File: src/design/qrs_pkg.sv
`default_nettype none

package qrs_pkg;

    localparam int OUT_FRAC_BITS_DEF = 16;
    localparam int SQRT_STEPS        = 32;
    localparam int DIV_STEPS         = 32;
    localparam int SQRT_GUARD        = 15;
    localparam int SQRT_GUARD2       = 30;

    localparam logic [31:0] Q_MAX = 32'h7FFF_FFFF;
    localparam logic [31:0] Q_MIN = 32'h8000_0000;

    typedef enum logic [1:0] {
        ST_NONE  = 2'd0,
        ST_ONE   = 2'd1,
        ST_TWO   = 2'd2,
        ST_DEGEN = 2'd3
    } status_t;

    // one digit-by-digit square root step
    typedef struct packed {
        logic [33:0] rem;
        logic [31:0] root;
        logic [63:0] rad;
    } sqrt_data_t;

    // one restoring division step
    typedef struct packed {
        logic [31:0] rem;
        logic [31:0] divisor;
        logic [31:0] low;
        logic [31:0] quot;
        logic        ovf;
    } div_data_t;

endpackage

`default_nettype wire

File: src/design/qrs_div_cell.sv
`default_nettype none

module qrs_div_cell (
    input  wire logic              clk,
    input  wire logic              en,
    input  wire qrs_pkg::div_data_t d_in,
    output qrs_pkg::div_data_t     d_out
);

    qrs_pkg::div_data_t data_reg;
    qrs_pkg::div_data_t data_next;
    logic [32:0]        rem_sh;

    always_comb
    begin
        rem_sh    = {d_in.rem, d_in.low[31]};
        data_next = d_in;
        data_next.low = {d_in.low[30:0], 1'b0};
        if (rem_sh >= {1'b0, d_in.divisor})
        begin
            data_next.rem  = 32'(rem_sh - {1'b0, d_in.divisor});
            data_next.quot = {d_in.quot[30:0], 1'b1};
        end
        else
        begin
            data_next.rem  = rem_sh[31:0];
            data_next.quot = {d_in.quot[30:0], 1'b0};
        end
    end

    always_ff @(posedge clk)
    begin
        if (en)
        begin
            data_reg <= data_next;
        end
    end

    assign d_out = data_reg;

endmodule

`default_nettype wire

File: config.mk
export PLATFORM = sky130hd
export DESIGN_NAME = qrs_div_cell
export DESIGN_NICKNAME = d
export VERILOG_FILES = /design/src/design/qrs_pkg.sv /design/src/design/qrs_div_cell.sv
export SDC_FILE = /design/constraint.sdc
export NUM_CORES = 1
export LEC_CHECK = 0
export ABC_AREA = 1
export BUFFER_PORTS_ARGS = -buffer_cell sky130_fd_sc_hd__buf_2
export CORE_UTILIZATION = 45
export CTS_CLUSTER_SIZE = 16
export DETAILED_ROUTE_END_ITERATION = 6
export GPL_TIMING_DRIVEN = 0
export PLACE_DENSITY_LB_ADDON = 0.25
export SLEW_MARGIN = 40
export SYNTH_ARGS = -nofsm -noshare
export SYNTH_HDL_FRONTEND = slang
export SYNTH_SLANG_ARGS = --single-unit
File: constraint.sdc
create_clock -name clk -period 2.5 [get_ports clk]
set_input_delay 0.25 -clock clk [delete_from_list [all_inputs] [get_ports clk]]
set_output_delay 0.25 -clock clk [all_outputs]
set_load 0.1 [all_outputs]
==> qor.txt <==
routed wl met3: 1.28 mm
Synth top area share: 54.5%
Max Freq: 432 MHz
clock sink total: 128
HP Class: input port to flop
number of global-route vias before repair: 5,954
first-pass GRT wire length: 30.6 mm
Post-Syn Area per Cell: 9.01 um^2
setup repair bufs after CTS: 0
share of cells above drive strength 1: 29.6%
Fill cells: 1,303
leading area contributor after synthesis: edfxtp_1
WL met1: 8.46 mm
Rows: 45
IO buf count: 257
DRT Pass-1 Iters: 5
die width: 127 um
crit start category: input port
routed via count: 6,166
Setup TNS Final: 0 ns
GP Congestion: 0.864
initial antenna violation count: 1
Area Overhead vs Synth: 40.0%
worst endpoint required time: 2.68 ns
Root Driver: clkbuf_16
Max Used Layer: met5
initial core utilization: 46.2%
WHS Endpoint: d_out[71]
Critical Path AT: 2.49 ns
Die H: 127 um
CP Class: input port to flop
post-DP HPWL: 14.7 mm
max reg flops: 128
Post-Layout Inst Area: 0.00987 mm^2
DRT Wirelength: 20.2 mm
CTS tree: done
pin count of the biggest net entering global routing: 81
RSZ-0062 raised after global routing: no
Crit. End Element: flop
Pwr Total: 7.78 mW
Slew Limit Fails: 0
hold_ws: 0.0130 ns
CTS Buf Count: 17
Vias/cell: 4.57
FF+latch count, synth: 128
antenna fix cells: 0
Final Setup Violations: 0
Placed Area: 0.00864 mm^2
# nets final: 1,289
metal2 WL: 10.2 mm
die area: 0.0162 mm^2
syn nets: 946
Post-Syn Instances: 782
Detailed Route Iter0 Violations: 293
status: finished, final reports clean
worst-case clock buffer depth: 2
remaining antenna violation count after routing: 0
GR Overflow Total: 0
Clock transition at path regs: 0.06 ns
PD cells: 788 mW/mm^2
Final period util: 92.6%
DP Worst Slack: 0.160 ns
yosys warns: 0
hold depth: 1
Post-Synthesis Cell Area: 0.00705 mm^2
synth top area cells: edfxtp_1 55%, nand2_1 15%, inv_1 7.9%, ha_1 5.7%, nand3_1 3.7%
H-tree levels: 4
Lkg Pwr: 5.04 nW
Post-route DRC: 0
Cell variety after synth: 31
max-capacitance violation count: 0
relative slew slack: 65.2%
Tmin final: 2.31 ns
Seq/Total Area, Yosys: 54.5%
Tightest Pin Transition: 0.526 ns
Final Hold Viols: 0
DR WL/cell: 15.0 um
post-route setup slack: 0.185 ns
# IOs: 260
maximum VDD drop: 0.502 mV
min-delay src: d_in[71]
core area: 0.0153 mm^2
Tot GR Track Use: 25.2%
critical path fanouts, max: 10
cells in the final DEF (no fill, tap or decap), drive strengths merged:
master	n
clkinv	5
clkinvlp	1
or2	1
nor2	40
o21bai	1
edfxtp	128
xor2	13
o21ai	2
conb	1
inv	161
nand3	68
nand4	2
nand3b	10
nand2	282
dlygate4sd3	66
nor3	8
ha	32
and2	8
fa	1
buf	269
a21oi	21
xnor2	1
clkbuf	17
synth_stat cells (all sizes together):
library cell / number
inv: 152
xnor2: 1
nand4: 2
o21bai: 1
nor2: 40
nand3b: 10
ha: 32
o21ai: 2
or2: 1
nand2: 282
and2: 8
a21oi: 21
buf: 11
edfxtp: 128
fa: 1
xor2: 13
nand3: 68
nor3: 8
conb: 1
worst max-delay path, cell delays in order:
cell and delay [ns]:
dlygate4sd3_1 0.52, buf_2 0.11, inv_1 0.04, ha_2 0.37, nand2_1 0.12, nor2_2 0.14, nand2_1 0.11, nor2_2 0.15
nand2_1 0.08, nand3_1 0.13, nor2_4 0.08, buf_2 0.22, nand3_1 0.11, nand2_1 0.06
through the flow:
stage               cells  util (%)
global placement     1250      56.4
floorplan             782         -
CTS                  1349      64.6
finish               1349      64.7
global route         1349      64.7
detailed placement   1251      56.6
how the worst max path moves through the flow:
stage,depth (start not counted),start,end
finish,14,d_in[88],d_out[123]
global route,17,d_in[67],d_out[100]
CTS,14,d_in[88],d_out[102]
detailed placement,13,d_in[88],d_out[102]
global placement,1,en,d_out[8]
floorplan,13,d_in[64],d_out[113]
cell type report:
type / instances / area (um^2) / area share, %
plain buffers: 11 / 88.8 / 0.900
clock buffers: 17 / 425 / 4.31
well taps: 211 / 264 / 2.67
multi-input cells: 491 / 2550 / 25.9
clock inverters: 15 / 141 / 1.43
flip-flops and latches: 128 / 3840 / 38.9
inverters: 152 / 571 / 5.78
repair buffers: 324 / 1980 / 20.1
metal layers:
| layer | up-vias | track usage (%) |
|---|---|---|
| met5 | - | 0 |
| met4 | 2 | 6.58 |
| met3 | 23 | 6.37 |
| met2 | 193 | 45.7 |
| met1 | 2773 | 29.8 |
| li1 | 3175 | - |
power by group:
group | switching (mW) | total (mW) | internal (mW) | leakage (nW)
logic | 2.19 | 2.73 | 0.545 | 3.51
registers | 0.0502 | 2.66 | 2.61 | 1.25
clock network | 1.07 | 2.38 | 1.32 | 0.278
timing repair:
action	CTS	global route
endpoints found under the hold margin	66	0
hold buffers	66	0
resized for setup	0	3
endpoints found under the setup margin	0	17
cells by family (layout without fill, tap and decap cells):
| logic type | after synthesis | after routing | share of synthesized area, % |
|---|---|---|---|
| xor+xnor | 14 | 14 | 1.74 |
| other cells | 1 | 1 | 0.0532 |
| flops | 128 | 128 | 54.5 |
| compound gates | 24 | 24 | 1.74 |
| fa+ha+maj | 33 | 33 | 5.96 |
| simple gates | 419 | 419 | 26.6 |
| buf+inv | 163 | 519 | 9.35 |
No activity file was read; power rests on OpenSTA's default activity.
